`src/ipae_pkg.sv`:
```
// types, codes and constants of the index pulse angle estimator
`default_nettype none
package ipae_pkg;

  localparam int TIME_BITS_DEF  = 32;
  localparam int COUNT_BITS_DEF = 16;

  localparam int CMD_BITS        = 3;
  localparam int KIND_BITS       = 3;
  localparam int FIELD_TIME_BITS = 32;
  localparam int CFG_BITS        = 32;
  localparam int CFG_IDX_BITS    = 2;
  localparam int ANGLE_BITS      = 9;
  localparam int PERIOD_MS_BITS  = 23;
  localparam int EDGE_CNT_BITS   = 16;
  localparam int SCALE_IDX_BITS  = 4;

  localparam logic [ANGLE_BITS-1:0] DEG_PER_REV = 9'd360;
  localparam int                    US_PER_MS   = 1000;

  localparam logic [CFG_BITS-1:0] STREAM_INTERVAL_RST = 32'd20;
  localparam logic [CFG_BITS-1:0] MIN_PERIOD_RST      = 32'd1000000;
  localparam logic [CFG_BITS-1:0] MAX_PERIOD_RST      = 32'd60000000;

  typedef enum logic [CMD_BITS-1:0] {
    CMD_EDGE       = 3'd0,
    CMD_QUERY      = 3'd1,
    CMD_STREAM_ON  = 3'd2,
    CMD_STREAM_OFF = 3'd3,
    CMD_RESET      = 3'd4,
    CMD_TICK       = 3'd5,
    CMD_UNKNOWN    = 3'd6
  } cmd_e;

  typedef enum logic [KIND_BITS-1:0] {
    KIND_POS       = 3'd0,
    KIND_NA        = 3'd1,
    KIND_ON_ACK    = 3'd2,
    KIND_OFF_ACK   = 3'd3,
    KIND_RESET_ACK = 3'd4,
    KIND_UNKNOWN   = 3'd5
  } kind_e;

  typedef enum logic [CFG_IDX_BITS-1:0] {
    REG_STREAM_INTERVAL = 2'd0,
    REG_MIN_PERIOD      = 2'd1,
    REG_MAX_PERIOD      = 2'd2
  } reg_idx_e;

  typedef struct packed {
    logic [CMD_BITS-1:0]        command;
    logic [FIELD_TIME_BITS-1:0] time_us;
    logic [FIELD_TIME_BITS-1:0] time_ms;
  } in_item_t;

  typedef struct packed {
    logic [KIND_BITS-1:0]      report_kind;
    logic [ANGLE_BITS-1:0]     angle_deg;
    logic [PERIOD_MS_BITS-1:0] period_ms;
    logic [EDGE_CNT_BITS-1:0]  edge_count;
  } out_item_t;

  typedef struct packed {
    logic  capture;
    logic  edge_upd;
    logic  stream_on;
    logic  stream_off;
    logic  clear;
    logic  stream_mark;
    logic  div_start;
    logic  ms_start;
    logic  scale_init;
    logic  scale_dbl;
    logic  scale_add;
    logic  out_load;
    kind_e kind;
  } dp_cmd_t;

  typedef struct packed {
    logic [CMD_BITS-1:0] command;
    logic                pos_na;
    logic                tick_due;
    logic                div_busy;
    logic                ms_busy;
  } dp_stat_t;

endpackage
`default_nettype wire

```
`src/ipae_div.sv`:
```
// restoring divider, one quotient bit per cycle
`default_nettype none
module ipae_div #(
  parameter int TIME_BITS = ipae_pkg::TIME_BITS_DEF
) (
  input  logic                 clk_i,
  input  logic                 rst_ni,
  input  logic                 start_i,
  input  logic [TIME_BITS-1:0] dividend_i,
  input  logic [TIME_BITS-1:0] divisor_i,
  output logic                 busy_o,
  output logic [TIME_BITS-1:0] remainder_o
);
  localparam int CNT_BITS = $clog2(TIME_BITS);

  logic                 busy_q;
  logic [CNT_BITS-1:0]  cnt_q;
  logic [TIME_BITS-1:0] dvd_q;
  logic [TIME_BITS-1:0] dvs_q;
  logic [TIME_BITS-1:0] rem_q;
  logic [TIME_BITS:0]   rem_sh;
  logic [TIME_BITS:0]   diff;

  assign rem_sh = {rem_q, dvd_q[TIME_BITS-1]};
  assign diff   = rem_sh - {1'b0, dvs_q};

  always_ff @(posedge clk_i or negedge rst_ni) begin
    if (!rst_ni) begin
      busy_q <= 1'b0;
      cnt_q  <= '0;
    end else if (start_i) begin
      busy_q <= 1'b1;
      cnt_q  <= CNT_BITS'(TIME_BITS - 1);
    end else if (busy_q) begin
      if (cnt_q == '0) begin
        busy_q <= 1'b0;
      end
      cnt_q <= cnt_q - 1'b1;
    end
  end

  always_ff @(posedge clk_i) begin
    if (start_i) begin
      dvd_q <= dividend_i;
      dvs_q <= divisor_i;
      rem_q <= '0;
    end else if (busy_q) begin
      if (!diff[TIME_BITS]) begin
        rem_q <= diff[TIME_BITS-1:0];
        dvd_q <= {dvd_q[TIME_BITS-2:0], 1'b1};
      end else begin
        rem_q <= rem_sh[TIME_BITS-1:0];
        dvd_q <= {dvd_q[TIME_BITS-2:0], 1'b0};
      end
    end
  end

  assign busy_o      = busy_q;
  assign remainder_o = rem_q;
endmodule
`default_nettype wire

```
`src/ipae_datapath.sv`:
```
// configuration, revolution state, divider, angle scaler, ms multiplier and result register
`default_nettype none
module ipae_datapath #(
  parameter int TIME_BITS  = ipae_pkg::TIME_BITS_DEF,
  parameter int COUNT_BITS = ipae_pkg::COUNT_BITS_DEF
) (
  input  logic                                  clk_i,
  input  logic                                  rst_ni,
  input  logic                                  cfg_we_i,
  input  logic [ipae_pkg::CFG_IDX_BITS-1:0]     cfg_index_i,
  input  logic [ipae_pkg::CFG_BITS-1:0]         cfg_data_i,
  input  ipae_pkg::in_item_t                    in_item_i,
  input  ipae_pkg::dp_cmd_t                     cmd_i,
  output ipae_pkg::dp_stat_t                    stat_o,
  output ipae_pkg::out_item_t                   out_item_o
);
  import ipae_pkg::*;

  localparam int CMP_BITS = (TIME_BITS > CFG_BITS) ? TIME_BITS : CFG_BITS;

  // period in ms by reciprocal multiply, one 16-bit limb of the period per cycle
  localparam int MS_LIMB     = 16;
  localparam int MS_LIMBS    = (TIME_BITS + MS_LIMB - 1) / MS_LIMB;
  localparam int MS_PW       = MS_LIMBS * MS_LIMB;
  localparam int MS_SHIFT    = TIME_BITS + $clog2(US_PER_MS);
  localparam int MS_SW       = MS_SHIFT + 1;
  localparam int MS_MW       = TIME_BITS + 1;
  localparam int MS_PRW      = MS_LIMB + MS_MW;
  localparam int MS_AW       = MS_PW + MS_MW;
  localparam int MS_CNT_BITS = $clog2(MS_LIMBS + 1);
  localparam logic [MS_SW-1:0] MS_POW     = MS_SW'(1) << MS_SHIFT;
  localparam logic [MS_SW-1:0] MS_RECIP_W = (MS_POW + MS_SW'(US_PER_MS - 1)) /
                                            MS_SW'(US_PER_MS);
  localparam logic [MS_MW-1:0] MS_RECIP   = MS_RECIP_W[MS_MW-1:0];

  logic [CFG_BITS-1:0]   interval_q, min_period_q, max_period_q;
  logic [TIME_BITS-1:0]  last_edge_q, period_q, last_stream_q;
  logic                  edge_seen_q, streaming_q;
  logic [COUNT_BITS-1:0] edges_q;

  logic [CMD_BITS-1:0]   cmd_q;
  logic [TIME_BITS-1:0]  tus_q, tms_q;
  logic [TIME_BITS-1:0]  e_q, sc_r_q;
  logic [ANGLE_BITS-1:0] sc_q_q;
  out_item_t             out_q;

  logic [MS_PW-1:0]       ms_p_q;
  logic [MS_AW-1:0]       ms_acc_q;
  logic [MS_CNT_BITS-1:0] ms_cnt_q;
  logic [MS_PRW-1:0]      ms_prod;
  logic                   ms_busy;

  logic [TIME_BITS-1:0]  elapsed, stream_gap, pmr, pme;
  logic                  edge_ok;
  logic                  div_busy;
  logic [TIME_BITS-1:0]  div_dvd, div_dvs, div_rem;

  assign elapsed    = tus_q - last_edge_q;
  assign stream_gap = tms_q - last_stream_q;
  assign edge_ok    = (CMP_BITS'(elapsed) > CMP_BITS'(min_period_q)) &&
                      (CMP_BITS'(elapsed) < CMP_BITS'(max_period_q));
  assign pmr        = period_q - sc_r_q;
  assign pme        = period_q - e_q;

  assign div_dvd = elapsed;
  assign div_dvs = period_q;

  ipae_div #(
    .TIME_BITS(TIME_BITS)
  ) u_div (
    .clk_i      (clk_i),
    .rst_ni     (rst_ni),
    .start_i    (cmd_i.div_start),
    .dividend_i (div_dvd),
    .divisor_i  (div_dvs),
    .busy_o     (div_busy),
    .remainder_o(div_rem)
  );

  assign ms_prod = {{MS_MW{1'b0}}, ms_p_q[MS_PW-1 -: MS_LIMB]} *
                   {{MS_LIMB{1'b0}}, MS_RECIP};
  assign ms_busy = (ms_cnt_q != '0);

  assign stat_o.command  = cmd_q;
  assign stat_o.pos_na   = (period_q == '0) || !edge_seen_q || (tus_q < last_edge_q);
  assign stat_o.tick_due = streaming_q &&
                           (CMP_BITS'(stream_gap) >= CMP_BITS'(interval_q));
  assign stat_o.div_busy = div_busy;
  assign stat_o.ms_busy  = ms_busy;

  // configuration and revolution state
  always_ff @(posedge clk_i or negedge rst_ni) begin
    if (!rst_ni) begin
      interval_q    <= STREAM_INTERVAL_RST;
      min_period_q  <= MIN_PERIOD_RST;
      max_period_q  <= MAX_PERIOD_RST;
      last_edge_q   <= '0;
      edge_seen_q   <= 1'b0;
      period_q      <= '0;
      edges_q       <= '0;
      streaming_q   <= 1'b0;
      last_stream_q <= '0;
      ms_cnt_q      <= '0;
    end else begin
      if (cfg_we_i) begin
        unique case (cfg_index_i)
          REG_STREAM_INTERVAL: interval_q   <= cfg_data_i;
          REG_MIN_PERIOD:      min_period_q <= cfg_data_i;
          REG_MAX_PERIOD:      max_period_q <= cfg_data_i;
          default: ;
        endcase
      end
      if (cmd_i.edge_upd) begin
        if (!edge_seen_q) begin
          last_edge_q <= tus_q;
          edge_seen_q <= 1'b1;
        end else if (edge_ok) begin
          edges_q     <= edges_q + 1'b1;
          period_q    <= elapsed;
          last_edge_q <= tus_q;
        end
      end
      if (cmd_i.clear) begin
        last_edge_q <= '0;
        edge_seen_q <= 1'b0;
        period_q    <= '0;
        edges_q     <= '0;
      end
      if (cmd_i.stream_on) begin
        streaming_q <= 1'b1;
      end
      if (cmd_i.stream_off) begin
        streaming_q <= 1'b0;
      end
      if (cmd_i.stream_mark) begin
        last_stream_q <= tms_q;
      end
      if (cmd_i.ms_start) begin
        ms_cnt_q <= MS_CNT_BITS'(MS_LIMBS);
      end else if (ms_busy) begin
        ms_cnt_q <= ms_cnt_q - 1'b1;
      end
    end
  end

  // transaction capture, angle scaler, ms multiplier, result register
  always_ff @(posedge clk_i) begin
    if (cmd_i.capture) begin
      cmd_q <= in_item_i.command;
      tus_q <= TIME_BITS'(in_item_i.time_us);
      tms_q <= TIME_BITS'(in_item_i.time_ms);
    end
    if (cmd_i.scale_init) begin
      e_q    <= div_rem;
      sc_r_q <= '0;
      sc_q_q <= '0;
    end else if (cmd_i.scale_dbl) begin
      if (sc_r_q >= pmr) begin
        sc_r_q <= sc_r_q - pmr;
        sc_q_q <= {sc_q_q[ANGLE_BITS-2:0], 1'b1};
      end else begin
        sc_r_q <= {sc_r_q[TIME_BITS-2:0], 1'b0};
        sc_q_q <= {sc_q_q[ANGLE_BITS-2:0], 1'b0};
      end
    end else if (cmd_i.scale_add) begin
      if (sc_r_q >= pme) begin
        sc_r_q <= sc_r_q - pme;
        sc_q_q <= sc_q_q + 1'b1;
      end else begin
        sc_r_q <= sc_r_q + e_q;
      end
    end
    if (cmd_i.ms_start) begin
      ms_p_q   <= MS_PW'(period_q);
      ms_acc_q <= '0;
    end else if (ms_busy) begin
      ms_p_q   <= ms_p_q << MS_LIMB;
      ms_acc_q <= (ms_acc_q << MS_LIMB) + MS_AW'(ms_prod);
    end
    if (cmd_i.out_load) begin
      out_q.report_kind <= cmd_i.kind;
      if (cmd_i.kind == KIND_POS) begin
        out_q.angle_deg  <= sc_q_q;
        out_q.period_ms  <= PERIOD_MS_BITS'(ms_acc_q >> MS_SHIFT);
        out_q.edge_count <= EDGE_CNT_BITS'(edges_q);
      end else begin
        out_q.angle_deg  <= '0;
        out_q.period_ms  <= '0;
        out_q.edge_count <= '0;
      end
    end
  end

  assign out_item_o = out_q;
endmodule
`default_nettype wire

```
`src/ipae_ctrl.sv`:
```
// command sequencer and result handshake
`default_nettype none
module ipae_ctrl (
  input  logic               clk_i,
  input  logic               rst_ni,
  input  logic               in_valid_i,
  output logic               in_ready_o,
  output logic               out_valid_o,
  input  logic               out_ready_i,
  input  ipae_pkg::dp_stat_t stat_i,
  output ipae_pkg::dp_cmd_t  cmd_o
);
  import ipae_pkg::*;

  typedef enum logic [2:0] {
    ST_IDLE,
    ST_DECODE,
    ST_MOD_WAIT,
    ST_SCALE_DBL,
    ST_SCALE_ADD,
    ST_MS_WAIT,
    ST_EMIT
  } state_e;

  state_e                    state_q, state_d;
  kind_e                     kind_q, kind_d;
  logic [SCALE_IDX_BITS-1:0] bit_q, bit_d;
  logic                      out_valid_q, out_valid_d;
  logic                      slot_free;

  assign slot_free  = !out_valid_q || out_ready_i;
  assign in_ready_o = (state_q == ST_IDLE);

  always_comb begin
    state_d     = state_q;
    kind_d      = kind_q;
    bit_d       = bit_q;
    out_valid_d = out_valid_q && !out_ready_i;
    cmd_o       = '0;
    cmd_o.kind  = kind_q;
    unique case (state_q)
      ST_IDLE: begin
        if (in_valid_i) begin
          cmd_o.capture = 1'b1;
          state_d       = ST_DECODE;
        end
      end
      ST_DECODE: begin
        unique case (stat_i.command)
          CMD_EDGE: begin
            cmd_o.edge_upd = 1'b1;
            state_d        = ST_IDLE;
          end
          CMD_QUERY, CMD_TICK: begin
            if (stat_i.command == CMD_TICK && !stat_i.tick_due) begin
              state_d = ST_IDLE;
            end else begin
              cmd_o.stream_mark = (stat_i.command == CMD_TICK);
              if (stat_i.pos_na) begin
                kind_d  = KIND_NA;
                state_d = ST_EMIT;
              end else begin
                cmd_o.div_start = 1'b1;
                cmd_o.ms_start  = 1'b1;
                state_d         = ST_MOD_WAIT;
              end
            end
          end
          CMD_STREAM_ON: begin
            cmd_o.stream_on = 1'b1;
            kind_d          = KIND_ON_ACK;
            state_d         = ST_EMIT;
          end
          CMD_STREAM_OFF: begin
            cmd_o.stream_off = 1'b1;
            kind_d           = KIND_OFF_ACK;
            state_d          = ST_EMIT;
          end
          CMD_RESET: begin
            cmd_o.clear = 1'b1;
            kind_d      = KIND_RESET_ACK;
            state_d     = ST_EMIT;
          end
          default: begin
            kind_d  = KIND_UNKNOWN;
            state_d = ST_EMIT;
          end
        endcase
      end
      ST_MOD_WAIT: begin
        if (!stat_i.div_busy) begin
          cmd_o.scale_init = 1'b1;
          bit_d            = SCALE_IDX_BITS'(ANGLE_BITS - 1);
          state_d          = ST_SCALE_DBL;
        end
      end
      ST_SCALE_DBL: begin
        cmd_o.scale_dbl = 1'b1;
        if (DEG_PER_REV[bit_q]) begin
          state_d = ST_SCALE_ADD;
        end else if (bit_q == '0) begin
          state_d = ST_MS_WAIT;
        end else begin
          bit_d = bit_q - 1'b1;
        end
      end
      ST_SCALE_ADD: begin
        cmd_o.scale_add = 1'b1;
        if (bit_q == '0) begin
          state_d = ST_MS_WAIT;
        end else begin
          bit_d   = bit_q - 1'b1;
          state_d = ST_SCALE_DBL;
        end
      end
      ST_MS_WAIT: begin
        if (!stat_i.ms_busy) begin
          kind_d  = KIND_POS;
          state_d = ST_EMIT;
        end
      end
      ST_EMIT: begin
        if (slot_free) begin
          cmd_o.out_load = 1'b1;
          out_valid_d    = 1'b1;
          state_d        = ST_IDLE;
        end
      end
      default: state_d = ST_IDLE;
    endcase
  end

  always_ff @(posedge clk_i or negedge rst_ni) begin
    if (!rst_ni) begin
      state_q     <= ST_IDLE;
      kind_q      <= KIND_POS;
      bit_q       <= '0;
      out_valid_q <= 1'b0;
    end else begin
      state_q     <= state_d;
      kind_q      <= kind_d;
      bit_q       <= bit_d;
      out_valid_q <= out_valid_d;
    end
  end

  assign out_valid_o = out_valid_q;
endmodule
`default_nettype wire

```
`src/index_pulse_angle_estimator.sv`:
```
// Index pulse angle estimator. Takes one timestamped event per transaction and
// keeps the revolution period from index edges whose spacing falls strictly
// inside the min/max window. Edges and ticks that are not due give no result;
// stream on/off, reset, unknown commands and reports that answer not available
// give a result without the divider or scaler. For a position report (query,
// or a due tick while streaming) a one-bit-per-cycle divider forms the elapsed
// time modulo the period, then bit-serial scaling by 360 gives the angle, while
// the period in ms comes from a reciprocal multiply that finishes during the
// divide. One transaction is in work at a time; a finished result waits in the
// output register while the next transaction is taken in, and the result stage
// waits as long as that register is still held by the receiver.
`default_nettype none
module index_pulse_angle_estimator #(
  parameter int TIME_BITS  = ipae_pkg::TIME_BITS_DEF,
  parameter int COUNT_BITS = ipae_pkg::COUNT_BITS_DEF
) (
  input  logic                              clk_i,
  input  logic                              rst_ni,
  input  logic                              cfg_we_i,
  input  logic [ipae_pkg::CFG_IDX_BITS-1:0] cfg_index_i,
  input  logic [ipae_pkg::CFG_BITS-1:0]     cfg_data_i,
  input  logic                              in_valid_i,
  output logic                              in_ready_o,
  input  ipae_pkg::in_item_t                in_item_i,
  output logic                              out_valid_o,
  input  logic                              out_ready_i,
  output ipae_pkg::out_item_t               out_item_o
);
  import ipae_pkg::*;

  dp_cmd_t  dp_cmd;
  dp_stat_t dp_stat;

  ipae_ctrl u_ctrl (
    .clk_i      (clk_i),
    .rst_ni     (rst_ni),
    .in_valid_i (in_valid_i),
    .in_ready_o (in_ready_o),
    .out_valid_o(out_valid_o),
    .out_ready_i(out_ready_i),
    .stat_i     (dp_stat),
    .cmd_o      (dp_cmd)
  );

  ipae_datapath #(
    .TIME_BITS (TIME_BITS),
    .COUNT_BITS(COUNT_BITS)
  ) u_datapath (
    .clk_i      (clk_i),
    .rst_ni     (rst_ni),
    .cfg_we_i   (cfg_we_i),
    .cfg_index_i(cfg_index_i),
    .cfg_data_i (cfg_data_i),
    .in_item_i  (in_item_i),
    .cmd_i      (dp_cmd),
    .stat_o     (dp_stat),
    .out_item_o (out_item_o)
  );
endmodule
`default_nettype wire

```
`config.mk`:
```
export PLATFORM = sky130hd
export DESIGN_NAME = index_pulse_angle_estimator
export DESIGN_NICKNAME = d
export VERILOG_FILES = /design/src/ipae_pkg.sv /design/src/ipae_div.sv /design/src/ipae_datapath.sv /design/src/ipae_ctrl.sv /design/src/index_pulse_angle_estimator.sv
export SDC_FILE = /design/constraint.sdc
export NUM_CORES = 2
export LEC_CHECK = 0
export BUFFER_PORTS_ARGS = -buffer_cell sky130_fd_sc_hd__buf_2
export CORE_MARGIN = 2
export CORE_UTILIZATION = 29
export CTS_BUF_LIST = sky130_fd_sc_hd__clkbuf_16
export CTS_CLUSTER_DIAMETER = 40
export CTS_CLUSTER_SIZE = 24
export DETAILED_ROUTE_END_ITERATION = 16
export GPL_TIMING_DRIVEN = 1
export PLACE_DENSITY_LB_ADDON = 0.2
export SLEW_MARGIN = 20
export SYNTH_ARGS = -nofsm -noshare
export SYNTH_HDL_FRONTEND = slang
export SYNTH_SLANG_ARGS = --single-unit
```
`constraint.sdc`:
```
create_clock -name clk_i -period 22 [get_ports clk_i]
set_clock_uncertainty 0.1 [all_clocks]
set_input_delay 6.6 -clock clk_i [delete_from_list [all_inputs] [get_ports clk_i]]
set_output_delay 6.6 -clock clk_i [all_outputs]
set_load 0.02 [all_outputs]
```
==> impl_metrics.py <==
metrics = {
    "outcome": {
        "run_status": "finished clean",
    },
    "clock_tree": {
        "cts_buffers": 131,
        "clock_tree.buffer_depth": 3,
        "cts.sinks": 609,
        "cts_hold_bufs": 0,
        "post_cts_resized": 0,
        "cts.repair_timing.setup_buffer_count": 0,
        "cts_tree": "done",
        "root_buffer": "sky130_fd_sc_hd__clkbuf_16",
        "cts.reportedPaths.clkPinSlew_ns": 0.05,
        "worst_skew_pair.late_latency_ns": 0.78,
        "cts_htree_levels": 4,
    },
    "route": {
        "vias": 37020,
        "met2RoutedLength_um": 64500,
        "dr_wl_met3_um": 8635,
        "routed.top_layer": "met5",
        "met1_wire_length_um": 70460,
        "total_wire_length_after_detailed_routing_um": 147700,
        "via_per_inst": 4.942,
        "drtPass1Iterations": 5,
        "antenna_left": 0,
        "detail_route.iter0.violations": 2480,
        "drc_errors": 0,
        "post_drt_wl_per_cell_um": 19.72,
    },
    "min_path": {
        "hold_path_end": "u_datapath.ms_acc_q[27]",
        "hold_path_class": "register to register",
        "cell_depth_of_the_worst_hold_path": 2,
        "min_from": "u_datapath.ms_acc_q[27]",
    },
    "floorplanning": {
        "fp-row-count": 147,
        "core-area_um2": 160900,
        "io_pins": 159,
        "die_area_um2": 165800,
        "starting_density": 0.2930,
        "die_y_extent_um": 407.2,
        "die_x_um": 407.2,
    },
    "sta": {
        "drv_slew": 0,
        "setup-tns-final_ns": 0,
        "max_slew_margin": 0.3085,
        "max_slew.worst_pin.slew_ns": 1.034,
        "timing.final.hold_violations": 0,
        "achievable-frequency_mhz": 106.5,
        "fin_crit_ns": 9.394,
        "setup_viol": 0,
        "period_utilization": 0.4270,
        "grt_setup_unrepaired": "false",
    },
    "worst_setup_path": {
        "worstReg2RegEnd": "u_datapath.ms_acc_q[52]",
        "worst_setup_path_end_kind": "register",
        "crit_path_top_delay_cell": "sky130_fd_sc_hd__a2111oi_4",
        "path_class": "register to register",
        "crit-reg2reg-launch": "u_datapath.ms_p_q[23]",
        "arrival_time_at_the_worst_endpoint_ns": 9.94,
        "worst_ep_required_ns": 22.55,
        "worst_path_largest_cell_delay_ns": 0.74,
        "worst_setup_path_start_kind": "register",
        "setup.reg_to_reg.worst_slack_ns": 12.61,
        "r2r_cells": 30,
        "timing.critical_path.fanout_max": 9,
    },
    "yosys": {
        "synthesis.yosys.warnings": 0,
        "async_reset_ff_frac": 0.3760,
        "syn_area_um2": 47150,
        "post_synthesis_register_bit_count": 609,
        "netlist_instances": 4992,
        "avg_synthesized_cell_area_um2": 9.444,
        "yosysSeqAreaShare": 0.3356,
        "synth_top_area_frac": 0.1567,
        "yosys.area.top_type": "sky130_fd_sc_hd__edfxtp_1",
        "synth.net_count": 5782,
        "synth_enable_flop_cells": 246,
        "dominantRegCellSynth": "sky130_fd_sc_hd__edfxtp_1",
        "synthDistinctLibCells": 94,
        "synth.top_cells.by_area": "sky130_fd_sc_hd__edfxtp_1 (16%), sky130_fd_sc_hd__ha_1 (15%), sky130_fd_sc_hd__dfrtp_1 (11%)",
    },
    "layout": {
        "layout-area-overhead-vs-synth_pct": 16.79,
        "layout.nets": 6012,
        "drive_above_1_share": 0.1173,
        "most-common-layout-cells": "sky130_fd_sc_hd__inv_1 (587), sky130_fd_sc_hd__ha_1 (553), sky130_fd_sc_hd__nand2_1 (367)",
        "final_common_cell": "sky130_fd_sc_hd__inv_1",
    },
    "global_routing": {
        "grt_start_max_net_pins": 97,
        "overflow": 0,
        "first_global_vias": 36810,
        "global_route.usage.total": 0.1757,
        "grt_first_pass_wirelength_um": 224000,
        "grt_antenna_before_repair": 20,
    },
    "job": {
        "maxCapViolCount": 0,
    },
    "placement": {
        "replace_congestion": 0.8855,
        "hpwl_um": 115200,
        "port_buffers": 158,
    },
}
==> worst max-delay path, delay by kind of cell (launching register included) <==
family | cells | cell delay [ns]
AOI/OAI and AO/OA | 14 | 3.79
xor gates and xnor gates | 2 | 0.31
adders and majority gates | 8 | 3.65
buffers and inverters | 2 | 0.12
DFF | 1 | 0.64
and+or+nand+nor | 4 | 0.66
==> metal layers <==
metal | track usage | vias up
met5 | 0 | -
met4 | 0.05563 | 22
met3 | 0.03816 | 215
met2 | 0.2706 | 780
met1 | 0.2439 | 17700
li1 | - | 18310
==> logic make-up (layout without fill, tap and decap cells) <==
family	Yosys count	count (layout)	synth area share
compound gates	1326	1326	0.1888
xor+xnor	283	283	0.05257
fa+ha+maj	684	684	0.2022
buf+inv	697	1034	0.05645
flops	609	609	0.3356
mux	177	177	0.04060
other cells	0	3	0
simple gates	1216	1216	0.1237
==> through the flow <==
step | hold slack [ns] | setup slack (ns) | util | instance area (µm²) | cells
finish | 0.3660 | 12.61 | 0.3421 | 55060 | 7492
detailed placement | 0.3612 | 12.63 | 0.3149 | 50680 | 7249
global route | 0.3864 | 12.11 | 0.3421 | 55060 | 7490
floorplan | 0.3161 | 10.11 | - | 47150 | 4992
global placement | 0.3574 | 12.68 | 0.3149 | 50680 | 7249
CTS | 0.3666 | 12.56 | 0.3421 | 55060 | 7489
==> registers in the layout, indices dropped and copies added, names as in the netlist, 2 cells and up <==
signal                        count
u_datapath.ms_acc_q              61
u_datapath.out_item_o            51
u_datapath.div_dvs               32
u_datapath.e_q                   32
u_datapath.interval_q            32
u_datapath.last_edge_q           32
u_datapath.last_stream_q         32
u_datapath.max_period_q          32
u_datapath.min_period_q          32
u_datapath.ms_p_q                32
u_datapath.sc_r_q                32
u_datapath.tms_q                 32
u_datapath.tus_q                 32
u_datapath.u_div.dvd_q           32
u_datapath.u_div.dvs_q           32
u_datapath.u_div.remainder_o     32
u_datapath.edges_q               16
u_datapath.sc_q_q                 9
u_datapath.u_div.cnt_q            5
u_ctrl.bit_q                      4
u_ctrl.kind_q                     3
u_ctrl.state_q                    3
u_datapath.cmd_q                  3
u_datapath.ms_cnt_q               2
==> cell type report <==
cell class / count / area (µm²)
clock buffers: 131 / 3278
flip-flops and latches: 609 / 15830
clock inverters: 109 / 1096
inverters: 572 / 2152
fillers: 16500 / 105900
well taps: 2160 / 2703
repair buffers: 222 / 1281
diodes: 3 / 7.507
multi-input cells: 3686 / 28720
==> worst max path at each step <==
stage / depth (start not counted) / startpoint / endpoint / slack (ns)
2_1_floorplan: 2 / in_valid_i / u_datapath.cmd_q[0] / 10.11
3_3_place_gp: 28 / u_datapath.ms_p_q[23] / u_datapath.ms_acc_q[52] / 12.68
3_5_place_dp: 28 / u_datapath.ms_p_q[23] / u_datapath.ms_acc_q[50] / 12.63
4_1_cts: 28 / u_datapath.ms_p_q[23] / u_datapath.ms_acc_q[52] / 12.56
5_1_grt: 28 / u_datapath.ms_p_q[23] / u_datapath.ms_acc_q[52] / 12.11
6_report: 30 / u_datapath.ms_p_q[23] / u_datapath.ms_acc_q[52] / 12.61
==> synthesized netlist by cell type (21+ instances only) <==
cell,n
sky130_fd_sc_hd__nor2b_1,41
sky130_fd_sc_hd__fa_1,130
sky130_fd_sc_hd__ha_1,554
sky130_fd_sc_hd__dfrtp_1,210
sky130_fd_sc_hd__dfxtp_1,134
sky130_fd_sc_hd__nor3_1,79
sky130_fd_sc_hd__nand2_1,367
sky130_fd_sc_hd__mux2_2,109
sky130_fd_sc_hd__xor2_1,95
sky130_fd_sc_hd__edfxtp_1,246
sky130_fd_sc_hd__inv_1,567
sky130_fd_sc_hd__and2_1,90
sky130_fd_sc_hd__buf_2,27
sky130_fd_sc_hd__a311oi_1,24
sky130_fd_sc_hd__a22o_1,32
sky130_fd_sc_hd__or2_2,21
sky130_fd_sc_hd__xnor2_1,188
sky130_fd_sc_hd__o211ai_1,34
sky130_fd_sc_hd__nand3_1,85
sky130_fd_sc_hd__a211oi_1,89
sky130_fd_sc_hd__mux2i_1,63
sky130_fd_sc_hd__o21bai_1,45
sky130_fd_sc_hd__nor4_1,23
sky130_fd_sc_hd__a21oi_1,333
sky130_fd_sc_hd__nor2_1,302
sky130_fd_sc_hd__clkbuf_1,91
sky130_fd_sc_hd__or3_1,22
sky130_fd_sc_hd__a211o_1,21
sky130_fd_sc_hd__nand2b_1,39
sky130_fd_sc_hd__and3_1,39
sky130_fd_sc_hd__nand4_1,43
sky130_fd_sc_hd__a31oi_1,36
sky130_fd_sc_hd__a21o_1,213
sky130_fd_sc_hd__o21a_1,46
sky130_fd_sc_hd__o21ai_0,261
Power is not shown: default switching activity piles up to over one toggle a cycle in this logic, so the estimate is an artifact.
